### src/hdl/priority_queue_extract_max_unit_macros.svh
// ---------------------------------------------------------------------------
// Assertion macros for the priority queue extract-max unit.
// Each macro takes a label, clock, reset, antecedent, consequent and message.
// ---------------------------------------------------------------------------
`ifndef PRIORITY_QUEUE_EXTRACT_MAX_UNIT_MACROS_SVH
`define PRIORITY_QUEUE_EXTRACT_MAX_UNIT_MACROS_SVH

// Consequent must hold in the same cycle as the antecedent.
`define PQX_ASSERT_SAME(label, clk, rst, ante, cons, msg) \
   label: assert property (@(posedge clk) disable iff (rst) (ante) |-> (cons)) \
      else $error(msg);

// Consequent must hold in the cycle after the antecedent.
`define PQX_ASSERT_NEXT(label, clk, rst, ante, cons, msg) \
   label: assert property (@(posedge clk) disable iff (rst) (ante) |=> (cons)) \
      else $error(msg);

`endif

### src/hdl/pqx_pkg.sv
// ---------------------------------------------------------------------------
// pqx_pkg
// Shared defaults, operation codes and the cell control type of the priority
// queue unit.
// ---------------------------------------------------------------------------
package pqx_pkg;

   // Default sizes of the queue.
   localparam int DEFAULT_DEPTH         = 32;
   localparam int DEFAULT_VALUE_BITS    = 16;
   localparam int DEFAULT_PRIORITY_BITS = 4;

   // Operation carried by one request beat; the last code does nothing.
   typedef enum logic [1:0] {
      KIND_ADD     = 2'd0,
      KIND_EXTRACT = 2'd1,
      KIND_CLEAR   = 2'd2,
      KIND_NOP     = 2'd3
   } pqx_kind_type;

   // Operation broadcast from the controller to every cell of the chain.
   typedef struct packed {
      logic insert;
      logic extract;
   } cell_ctrl_type;

endpackage

### src/hdl/pqx_cell.sv
// ---------------------------------------------------------------------------
// pqx_cell
// One slot of the sorted chain. The chain holds entries in descending
// priority, equal priorities in arrival order, with the best at slot zero.
// ---------------------------------------------------------------------------
module pqx_cell
   import pqx_pkg::*;
#(
   parameter int INDEX         = 0,
   parameter int VALUE_BITS    = DEFAULT_VALUE_BITS,
   parameter int PRIORITY_BITS = DEFAULT_PRIORITY_BITS,
   parameter int COUNT_BITS    = 6
) (
   input  logic                     clock,
   input  cell_ctrl_type            ctrl,
   input  logic [COUNT_BITS-1:0]    count,
   input  logic [VALUE_BITS-1:0]    new_value,
   input  logic [PRIORITY_BITS-1:0] new_priority,
   input  logic                     prev_keep,
   input  logic [VALUE_BITS-1:0]    prev_value,
   input  logic [PRIORITY_BITS-1:0] prev_priority,
   input  logic [VALUE_BITS-1:0]    next_value,
   input  logic [PRIORITY_BITS-1:0] next_priority,
   output logic                     keep,
   output logic [VALUE_BITS-1:0]    value,
   output logic [PRIORITY_BITS-1:0] priority_out
);

   logic [VALUE_BITS-1:0]    value_ff, value_in;
   logic [PRIORITY_BITS-1:0] priority_ff, priority_in;
   logic                     occupied;

   // A held entry at or above the new priority stays where it is on insert.
   assign occupied = COUNT_BITS'(INDEX) < count;
   assign keep     = occupied && (priority_ff >= new_priority);

   // Slot update: hold, take the new entry, shift down, or shift up.
   always_comb begin
      value_in    = value_ff;
      priority_in = priority_ff;
      if (ctrl.insert) begin
         if (keep) begin
            value_in    = value_ff;
            priority_in = priority_ff;
         end else if (prev_keep) begin
            value_in    = new_value;
            priority_in = new_priority;
         end else begin
            value_in    = prev_value;
            priority_in = prev_priority;
         end
      end else if (ctrl.extract) begin
         value_in    = next_value;
         priority_in = next_priority;
      end
   end

   // Entry storage; contents only matter below the held count.
   always_ff @(posedge clock) begin
      value_ff    <= value_in;
      priority_ff <= priority_in;
   end

   assign value        = value_ff;
   assign priority_out = priority_ff;

endmodule

### src/hdl/priority_queue_extract_max_unit.sv
// ---------------------------------------------------------------------------
// priority_queue_extract_max_unit
// Bounded stable priority queue built as a chain of sorted cells.
// ---------------------------------------------------------------------------
// Usage:
//  The req_ channel carries one operation per beat: add (value, priority),
//  extract of the highest priority entry (oldest among equal priorities),
//  or clear. Code 3 does nothing and reports the unchanged queue.
//  Every request beat yields exactly one rsp_ beat with the extracted
//  value, got_value, dropped, and the count, empty and full status after
//  the operation.
//  The response is registered and valid in the cycle after the request is
//  accepted. One request is taken per cycle while req_stall is low: every
//  cell compares its priority against the new entry and trades data with its
//  two neighbors within that cycle, so the chain of DEPTH cells settles as one.
//  The response sits in an output register; while rsp_stall holds a valid
//  response, req_stall is raised and the queue does not move.
//  Synchronous reset empties the queue and drops any pending response;
//  no clearing pass is needed and requests are taken right after reset.
// ---------------------------------------------------------------------------
`include "priority_queue_extract_max_unit_macros.svh"

module priority_queue_extract_max_unit
   import pqx_pkg::*;
#(
   parameter int DEPTH         = DEFAULT_DEPTH,
   parameter int VALUE_BITS    = DEFAULT_VALUE_BITS,
   parameter int PRIORITY_BITS = DEFAULT_PRIORITY_BITS,
   parameter int COUNT_BITS    = $clog2(DEPTH + 1)
) (
   input  logic                     clock,
   input  logic                     reset,
   input  logic                     req_valid,
   output logic                     req_stall,
   input  logic [1:0]               req_kind,
   input  logic [VALUE_BITS-1:0]    req_value_in,
   input  logic [PRIORITY_BITS-1:0] req_priority_in,
   output logic                     rsp_valid,
   input  logic                     rsp_stall,
   output logic [VALUE_BITS-1:0]    rsp_value_out,
   output logic                     rsp_got_value,
   output logic                     rsp_dropped,
   output logic [COUNT_BITS-1:0]    rsp_entry_count,
   output logic                     rsp_is_empty,
   output logic                     rsp_is_full
);

   localparam logic [COUNT_BITS-1:0] FULL_COUNT = COUNT_BITS'(DEPTH);

   logic [COUNT_BITS-1:0] count_ff, count_in;
   logic                  rsp_valid_ff, rsp_valid_in;
   logic [VALUE_BITS-1:0] value_out_ff, value_out_in;
   logic                  got_value_ff, got_value_in;
   logic                  dropped_ff, dropped_in;
   logic [COUNT_BITS-1:0] entry_count_ff;
   logic                  is_empty_ff, is_full_ff;
   logic                  accept;
   cell_ctrl_type         ctrl;

   logic                     cell_keep     [DEPTH];
   logic [VALUE_BITS-1:0]    cell_value    [DEPTH];
   logic [PRIORITY_BITS-1:0] cell_priority [DEPTH];

   // A request beat is taken unless a response is waiting on a stalled receiver.
   assign req_stall = rsp_valid_ff && rsp_stall;
   assign accept    = req_valid && !req_stall;

   // Operation decode, chain control and the next count.
   always_comb begin
      ctrl         = '0;
      count_in     = count_ff;
      value_out_in = '0;
      got_value_in = 1'b0;
      dropped_in   = 1'b0;
      case (req_kind)
         KIND_ADD: begin
            if (count_ff < FULL_COUNT) begin
               ctrl.insert = accept;
               count_in    = count_ff + 1'b1;
            end else begin
               dropped_in = 1'b1;
            end
         end
         KIND_EXTRACT: begin
            if (count_ff != '0) begin
               ctrl.extract = accept;
               value_out_in = cell_value[0];
               got_value_in = 1'b1;
               count_in     = count_ff - 1'b1;
            end
         end
         KIND_CLEAR: begin
            count_in = '0;
         end
         default: begin
            count_in = count_ff;
         end
      endcase
   end

   // Chain of cells, best entry at slot zero.
   for (genvar i = 0; i < DEPTH; i++) begin : g_cell
      logic                     prev_keep;
      logic [VALUE_BITS-1:0]    prev_value, next_value;
      logic [PRIORITY_BITS-1:0] prev_priority, next_priority;

      if (i == 0) begin : g_head
         assign prev_keep     = 1'b1;
         assign prev_value    = req_value_in;
         assign prev_priority = req_priority_in;
      end else begin : g_body
         assign prev_keep     = cell_keep[i-1];
         assign prev_value    = cell_value[i-1];
         assign prev_priority = cell_priority[i-1];
      end

      if (i == DEPTH - 1) begin : g_tail
         assign next_value    = '0;
         assign next_priority = '0;
      end else begin : g_link
         assign next_value    = cell_value[i+1];
         assign next_priority = cell_priority[i+1];
      end

      pqx_cell #(
         .INDEX         (i),
         .VALUE_BITS    (VALUE_BITS),
         .PRIORITY_BITS (PRIORITY_BITS),
         .COUNT_BITS    (COUNT_BITS)
      ) u_cell (
         .clock         (clock),
         .ctrl          (ctrl),
         .count         (count_ff),
         .new_value     (req_value_in),
         .new_priority  (req_priority_in),
         .prev_keep     (prev_keep),
         .prev_value    (prev_value),
         .prev_priority (prev_priority),
         .next_value    (next_value),
         .next_priority (next_priority),
         .keep          (cell_keep[i]),
         .value         (cell_value[i]),
         .priority_out  (cell_priority[i])
      );
   end

   // Response valid holds while stalled and clears once taken.
   always_comb begin
      if (accept) begin
         rsp_valid_in = 1'b1;
      end else if (rsp_stall) begin
         rsp_valid_in = rsp_valid_ff;
      end else begin
         rsp_valid_in = 1'b0;
      end
   end

   // Control state.
   always_ff @(posedge clock) begin
      if (reset) begin
         count_ff     <= '0;
         rsp_valid_ff <= 1'b0;
      end else begin
         if (accept) begin
            count_ff <= count_in;
         end
         rsp_valid_ff <= rsp_valid_in;
      end
   end

   // Response payload, loaded on every accepted request beat.
   always_ff @(posedge clock) begin
      if (accept) begin
         value_out_ff   <= value_out_in;
         got_value_ff   <= got_value_in;
         dropped_ff     <= dropped_in;
         entry_count_ff <= count_in;
         is_empty_ff    <= (count_in == '0);
         is_full_ff     <= (count_in == FULL_COUNT);
      end
   end

   assign rsp_valid       = rsp_valid_ff;
   assign rsp_value_out   = value_out_ff;
   assign rsp_got_value   = got_value_ff;
   assign rsp_dropped     = dropped_ff;
   assign rsp_entry_count = entry_count_ff;
   assign rsp_is_empty    = is_empty_ff;
   assign rsp_is_full     = is_full_ff;

   // Checks on the count bookkeeping and the response flags.
   `PQX_ASSERT_SAME(a_count_bound, clock, reset, 1'b1, count_ff <= FULL_COUNT, "count above depth")
   `PQX_ASSERT_NEXT(a_extract_dec, clock, reset, ctrl.extract, count_ff == $past(count_ff) - 1'b1, "extract count")
   `PQX_ASSERT_NEXT(a_drop_hold, clock, reset, accept && req_kind == KIND_ADD && count_ff == FULL_COUNT, rsp_dropped && $stable(count_ff), "full add not dropped")
   `PQX_ASSERT_SAME(a_flags_excl, clock, reset, rsp_valid_ff, !(got_value_ff && dropped_ff), "got and dropped together")
   `PQX_ASSERT_SAME(a_ctrl_excl, clock, reset, 1'b1, !(ctrl.insert && ctrl.extract), "insert and extract together")

endmodule

### config.mk
export PLATFORM = sky130hd
export DESIGN_NAME = priority_queue_extract_max_unit
export DESIGN_NICKNAME = d
export VERILOG_FILES = /design/src/hdl/pqx_pkg.sv /design/src/hdl/pqx_cell.sv /design/src/hdl/priority_queue_extract_max_unit.sv
export VERILOG_INCLUDE_DIRS = /design/src /design/src/hdl
export SDC_FILE = /design/constraint.sdc
export NUM_CORES = 2
export LEC_CHECK = 0
export BUFFER_PORTS_ARGS = -buffer_cell sky130_fd_sc_hd__buf_2
export CORE_AREA = 8 8 371 373
export DETAILED_ROUTE_END_ITERATION = 8
export DIE_AREA = 0 0 379 381
export GPL_ROUTABILITY_DRIVEN = 0
export PLACE_DENSITY = 0.47
export SETUP_SLACK_MARGIN = 0.05
export SYNTH_ARGS = -nofsm -noshare
export SYNTH_HDL_FRONTEND = slang
export SYNTH_SLANG_ARGS = --single-unit
### constraint.sdc
create_clock -name clock -period 15 [get_ports clock]
set_clock_uncertainty 0.1 [all_clocks]
set_input_delay 3.75 -clock clock [delete_from_list [all_inputs] [get_ports clock]]
set_output_delay 3.75 -clock clock [all_outputs]
set_load 0.01 [all_outputs]
; Yosys cells after proc, flatten, opt, wreduce, memory -nomap -nowiden
; Index checks and enable logic that the tools add are counted.
[word_totals]
reg_bits = 673
input_bits = 26
out_inout_bits = 28
wordCells = 512
[op_classes]
add_sub_neg = 2
magnitude_cmp = 65
n_eq_ne = 36
n_mux = 265
n_reduce_logical = 72
[ops]
columns = cell, count
row1 = two-way mux 16 bit, 127
row2 = two-way mux 4 bit, 127
row3 = >= comparator 4 bit, 32
row4 = less-than comparator 5 x 6 -> 1 bit (first input constant), 16
row5 = AND reduction 2 bit, 33
row6 = inequality test 2 bit (second input constant), 32
row7 = less-than comparator 4 x 6 -> 1 bit (first input constant), 8
row8 = logical AND 1 bit, 34
row9 = less-than comparator 3 x 6 -> 1 bit (first input constant), 4
row10 = one-hot mux 6 bit (3 select lines), 1
row11 = less-than comparator 1 x 6 -> 1 bit (first input constant), 2
row12 = less-than comparator 2 x 6 -> 1 bit (first input constant), 2
row13 = two-way mux 6 bit, 2
row14 = two-way mux 1 bit, 8
row15 = adder 6 x 1 -> 6 bit (second input constant), 1
row16 = equality test 6 bit (second input constant), 1
row17 = logical NOT 6 bit, 1
row18 = less-than comparator 6 bit (second input constant), 1
row19 = nonzero test 6 bit, 1
row20 = subtractor 6 x 1 -> 6 bit (second input constant), 1
row21 = equality test 2 x 1 -> 1 bit (second input constant), 1
row22 = equality test 2 bit (second input constant), 1
row23 = logical NOT 2 bit, 1
row24 = inequality test 2 x 1 -> 1 bit (second input constant), 1
row25 = other kinds (2), 2

; Longest topological paths before layout
[depth]
word_depth = 7
mapped_depth = 9
depth_no_buf = 7

; Hierarchy
; Synthesis repeated with hierarchy kept, for this count alone.
[unflattened]
cells_unflattened = 3492
area_unflattened_um2 = 38215.4
[modules_own_cells]
columns = mod, n_inst, cells_each, area_per_inst_um2, seq_area_each_um2
row1 = pqx_cell (g_cell[0].u_cell ...), 4, 105, 1143.6, 600.6
row2 = pqx_cell (g_cell[19].u_cell ...), 4, 105, 1142.3, 600.6
row3 = pqx_cell (g_cell[16].u_cell ...), 2, 105, 1151.1, 600.6
row4 = pqx_cell (g_cell[28].u_cell ...), 2, 104, 1142.3, 600.6
row5 = pqx_cell (g_cell[13].u_cell ...), 2, 104, 1141.1, 600.6
row6 = pqx_cell (g_cell[23].u_cell ...), 2, 102, 1129.8, 600.6
row7 = priority_queue_extract_max_unit, 1, 148, 1609.0, 920.9
row8 = pqx_cell (g_cell[6].u_cell), 1, 105, 1171.1, 600.6
row9 = pqx_cell (g_cell[20].u_cell), 1, 108, 1163.6, 600.6
row10 = pqx_cell (g_cell[21].u_cell), 1, 106, 1154.9, 600.6
row11 = pqx_cell (g_cell[22].u_cell), 1, 107, 1154.9, 600.6
row12 = pqx_cell (g_cell[10].u_cell), 1, 105, 1149.9, 600.6
row13 = pqx_cell (g_cell[4].u_cell), 1, 106, 1148.6, 600.6
row14 = pqx_cell (g_cell[18].u_cell), 1, 106, 1147.4, 600.6
row15 = 9 more rows, -, -, -, -

; Least setup slack after synthesis
; OpenSTA, ideal clock, no wires.
[synth_timing]
path_type = input to register
startpoint = input req_priority_in[1]
endpoint = register g_cell[11].u_cell.priority_ff[0], enable pin
t_arrival_ns = 7.303
t_required_ns = 14.475
path_slack_ns = 7.173
stages = 8
path_buffers = 2
cell_sequence = inv_1 ha_1 a21o_1 a211oi_1 clkbuf_1 clkbuf_1 nor3_1 o21ai_0
[synth_via]
elab_chain_cells = 4
[synth_rtl]
columns = element, line_no
row1 = from (decl), priority_queue_extract_max_unit.sv:37  ; input logic [PRIORITY_BITS-1:0] req_priority_in,
row2 = >= comparator 4 bit, pqx_cell.sv:35  ; assign keep = occupied && (priority_ff >= new_priority);
row3 = logical AND 1 bit, pqx_cell.sv:35
row4 = inequality test 2 bit (no line), -
row5 = AND reduction 2 bit (no line), -
row6 = to (signal assigned), pqx_cell.sv:61  ; priority_ff <= priority_in;
row7 = to (decl), pqx_cell.sv:30  ; logic [PRIORITY_BITS-1:0] priority_ff, priority_in;
; No other way between the ends.
; A chain may end at the register's enable or synchronous reset.

; Final worst setup path
[layout_timing]
startpoint = input rsp_stall
endpoint = output req_stall
[layout_via]
elab_chain_cells = 1
[layout_rtl]
columns = element, line_no
row1 = from (decl), priority_queue_extract_max_unit.sv:39  ; input logic rsp_stall,
row2 = logical AND 1 bit, priority_queue_extract_max_unit.sv:65  ; assign req_stall = rsp_valid_ff && rsp_stall;
row3 = to (decl), priority_queue_extract_max_unit.sv:34  ; output logic req_stall,
; No other way between the ends.

==> results.md <==
* Clk sink count at 673
* Netlist Area Pre-Place at 0.0392 mm2
* RSZ-0062 raised after global routing: false
* Site row count at 134
* DRC Markers at 0
* Worst reg-to-reg setup slack at 10.24 ns
* Resized Gates After CTS at 0
* Pin count of the biggest net entering global routing at 248
* Final hold violations at 0
* Distinct cell type count after synthesis at 62
* CP peak stage delay at 0.18 ns
* Fin area at 0.0434 mm2
* Seq pwr share at 44.5%
* Critical-path cell list: buf_2 > and2_1 > buf_2
* Mapped Avg Cell Area at 9.40 um2
* Yosys warns at 0
* Die height at 381 um
* HPWL after detailed placement at 101,000 um
* Final-report max-slew violation count at 0
* Number of global-route vias before repair at 33,600
* Die width at 379 um
* Setup Buffers After CTS at 0
* Die area at 0.144 mm2
* Final net count at 4,088
* CTS Buffer Depth at 3
* Worst setup EP type: primary output
* Rel. slew slack at 27.8%
* Area after DPL at 0.0407 mm2
* DR pass1 iterations at 6
* Clock Latency Late Sink at 0.67 ns
* Arr. time, crit path at 4.20 ns
* Worst-Margin Slew at 1.08 ns
* MaxCap Viol Count at 0
* DR vias at 34,100
* Minimum clock period at 8.05 ns
* Reg2reg path depth at 8
* Most common cell after layout, fill and taps aside: edfxtp_1
* Most used flip-flop cell after synthesis: edfxtp_1
* Vias per cell at 5.91
* GR Overflow Total at 0
* Critical Path Start: rsp_stall
* WL/cell at 26.3 um
* Worst Hold Class: flip-flop to flip-flop
* Initial antenna violation count at 8
* Layout area overhead at 10.5%
* Clock share of power at 38.8%
* Crit path max fanout at 3
* Starting density of the core at 29.7%
* Crit path kind: input pin to primary output
* Leakage at 14.1 nW
* WP data required at 11.15 ns
* TritonCTS clock tree: yes
* F_max at 0.124 GHz
* Comb pwr share at 16.6%
* Worst-path clk slew at 0.05 ns
* Final Setup Violations at 0
* Core area at 0.132 mm2
* Startpoint Class: input pin
* Switching pwr at 1.59 mW
* Slowest CP cell: and2_1
* Async SR Flop Fraction at 0%
* Antenna Nets Post-Route at 0
* Leading cell types in the layout, fill and taps excluded: 666 x edfxtp_1, 565 x nor2_1, 543 x o21ai_0
* Fin crit share at 53.6%
* Reg2reg end: g_cell[26].u_cell.value[5]
* Share of the yosys chip area belonging to registers at 51.3%
* Starting DRT DRC Count at 3,468
* TritonCTS Buffers at 84
* Most frequent CP cell: buf_2
* Synth Instances at 4,175
* Setup crit end: req_stall
* Internal power at 3.60 mW
* IO Count at 54
* H-tree depth at 3
* Hold_buf cts at 0
* Fin Hold WS at 0.406 ns
* Layout fillers at 13,800
* Post-synth EDFFs at 666
* Tot GR Track Use at 20.2%
* DRT Wirelength at 152,000 um
* Post-Syn Nets at 4,328
* Pwr dens at 120 mW/mm2
* Clk root buf: clkbuf_16
* Setup TNS at 0 ns
* Port buffer count at 53
* Seq cells post-synth at 673
* Sw Share at 30.7%
* Peak VDD IR at 0.0000832 V
* Share of cells above drive strength 1 at 8.80%
* Status: finished, final reports clean
* Reg2reg start: count_ff[1]
* First-pass GRT wire length at 225,000 um
==> through the flow <==
| stage | setup slack [ns] | std cells | utilization [%] | power (mW) |
|---|---|---|---|---|
| floorplan | 7.17 | 4175 | - | 2.87 |
| global placement | 6.96 | 5617 | 30.8 | 3.19 |
| detailed placement | 6.96 | 5617 | 30.8 | 3.20 |
| CTS | 6.96 | 5769 | 32.8 | 5.22 |
| global route | 6.93 | 5769 | 32.8 | 5.39 |
| finish | 6.95 | 5770 | 32.8 | 5.19 |
==> synth_stat cells, drive strengths merged (7+ instances only) <==
library cell | n | area (um2)
a211o | 27 | 236
a211oi | 32 | 240
a21o | 32 | 240
a21oi | 47 | 235
a221o | 20 | 200
a31oi | 541 | 3380
and3 | 33 | 206
buf | 114 | 562
clkbuf | 369 | 1390
dfxtp | 7 | 140
edfxtp | 666 | 20000
ha | 127 | 1590
inv | 42 | 158
mux2i | 22 | 220
nand2 | 160 | 601
nand2b | 31 | 194
nand3 | 483 | 2420
nand4 | 40 | 250
nor2 | 569 | 2140
nor2b | 7 | 43.8
nor3 | 9 | 61.3
o211ai | 41 | 308
o21a | 19 | 143
o21ai | 556 | 2780
o22ai | 7 | 43.8
o31ai | 82 | 616
or4 | 7 | 52.6
or4b | 37 | 370
==> registers in the layout, summed over array words and instances (netlist names) <==
name / flops
g_cell.u_cell.value: 512
g_cell.u_cell.priority_out: 128
rsp_value_out: 16
count_ff: 6
rsp_entry_count: 6
rsp_dropped: 1
rsp_got_value: 1
rsp_is_empty: 1
rsp_is_full: 1
rsp_valid: 1
==> worst min-delay path by stage <==
stage / startpoint / to / slack (ns) / cells past startpoint
2_1_floorplan: g_cell[31].u_cell.priority_out[0] / g_cell[30].u_cell.priority_out[0] / 0.40 / 2
3_3_place_gp: g_cell[31].u_cell.value[9] / g_cell[30].u_cell.value[9] / 0.40 / 2
3_5_place_dp: g_cell[31].u_cell.value[8] / g_cell[30].u_cell.value[8] / 0.41 / 2
4_1_cts: g_cell[31].u_cell.priority_out[3] / g_cell[30].u_cell.priority_out[3] / 0.42 / 2
5_1_grt: g_cell[31].u_cell.value[15] / g_cell[30].u_cell.value[15] / 0.45 / 2
6_report: g_cell[31].u_cell.priority_out[3] / g_cell[30].u_cell.priority_out[3] / 0.41 / 2
==> area by class of cell <==
| class | instances | area (um2) | share of cell area [%] |
|---|---|---|---|
| flip-flops and latches | 673 | 20100 | 46.5 |
| multi-input cells | 2977 | 17100 | 39.5 |
| clock buffers | 105 | 2240 | 5.18 |
| well taps | 1768 | 2210 | 5.10 |
| repair buffers | 157 | 1100 | 2.53 |
| clock inverters | 47 | 394 | 0.909 |
| inverters | 42 | 158 | 0.364 |
| diodes | 1 | 2.50 | 0.00577 |
==> logic make-up after synthesis <==
family,after synthesis,synth area share [%]
compound gates,1431,22.1
simple gates,1394,16.5
flops,673,51.3
buf+inv,525,5.36
fa+ha+maj,127,4.05
mux,23,0.590
xor+xnor,2,0.0447
==> routing by layer <==
layer	up-vias	wire length, um	global-route usage [%]
li1	15400	-	-
met1	17000	64900	27.4
met2	1359	71100	32.6
met3	312	9940	2.97
met4	4	5830	7.47
met5	-	25	0
==> power groups by stage <==
stage                     registers, mW  logic (mW)  clock network, mW
final                              2.31       0.862               2.02
after global routing               2.32       0.942               2.12
after CTS                          2.31       0.854               2.05
after detailed placement           2.35       0.852                  0
after global placement             2.35       0.840                  0
after floorplan                    2.30       0.578                  0
==> worst max-delay path, delay by kind of cell <==
kind                   cells  cell delay, ns
AND/OR/NAND/NOR            1            0.18
buffers and inverters      2            0.26
Note: power is estimated with default switching activity, not from simulation.
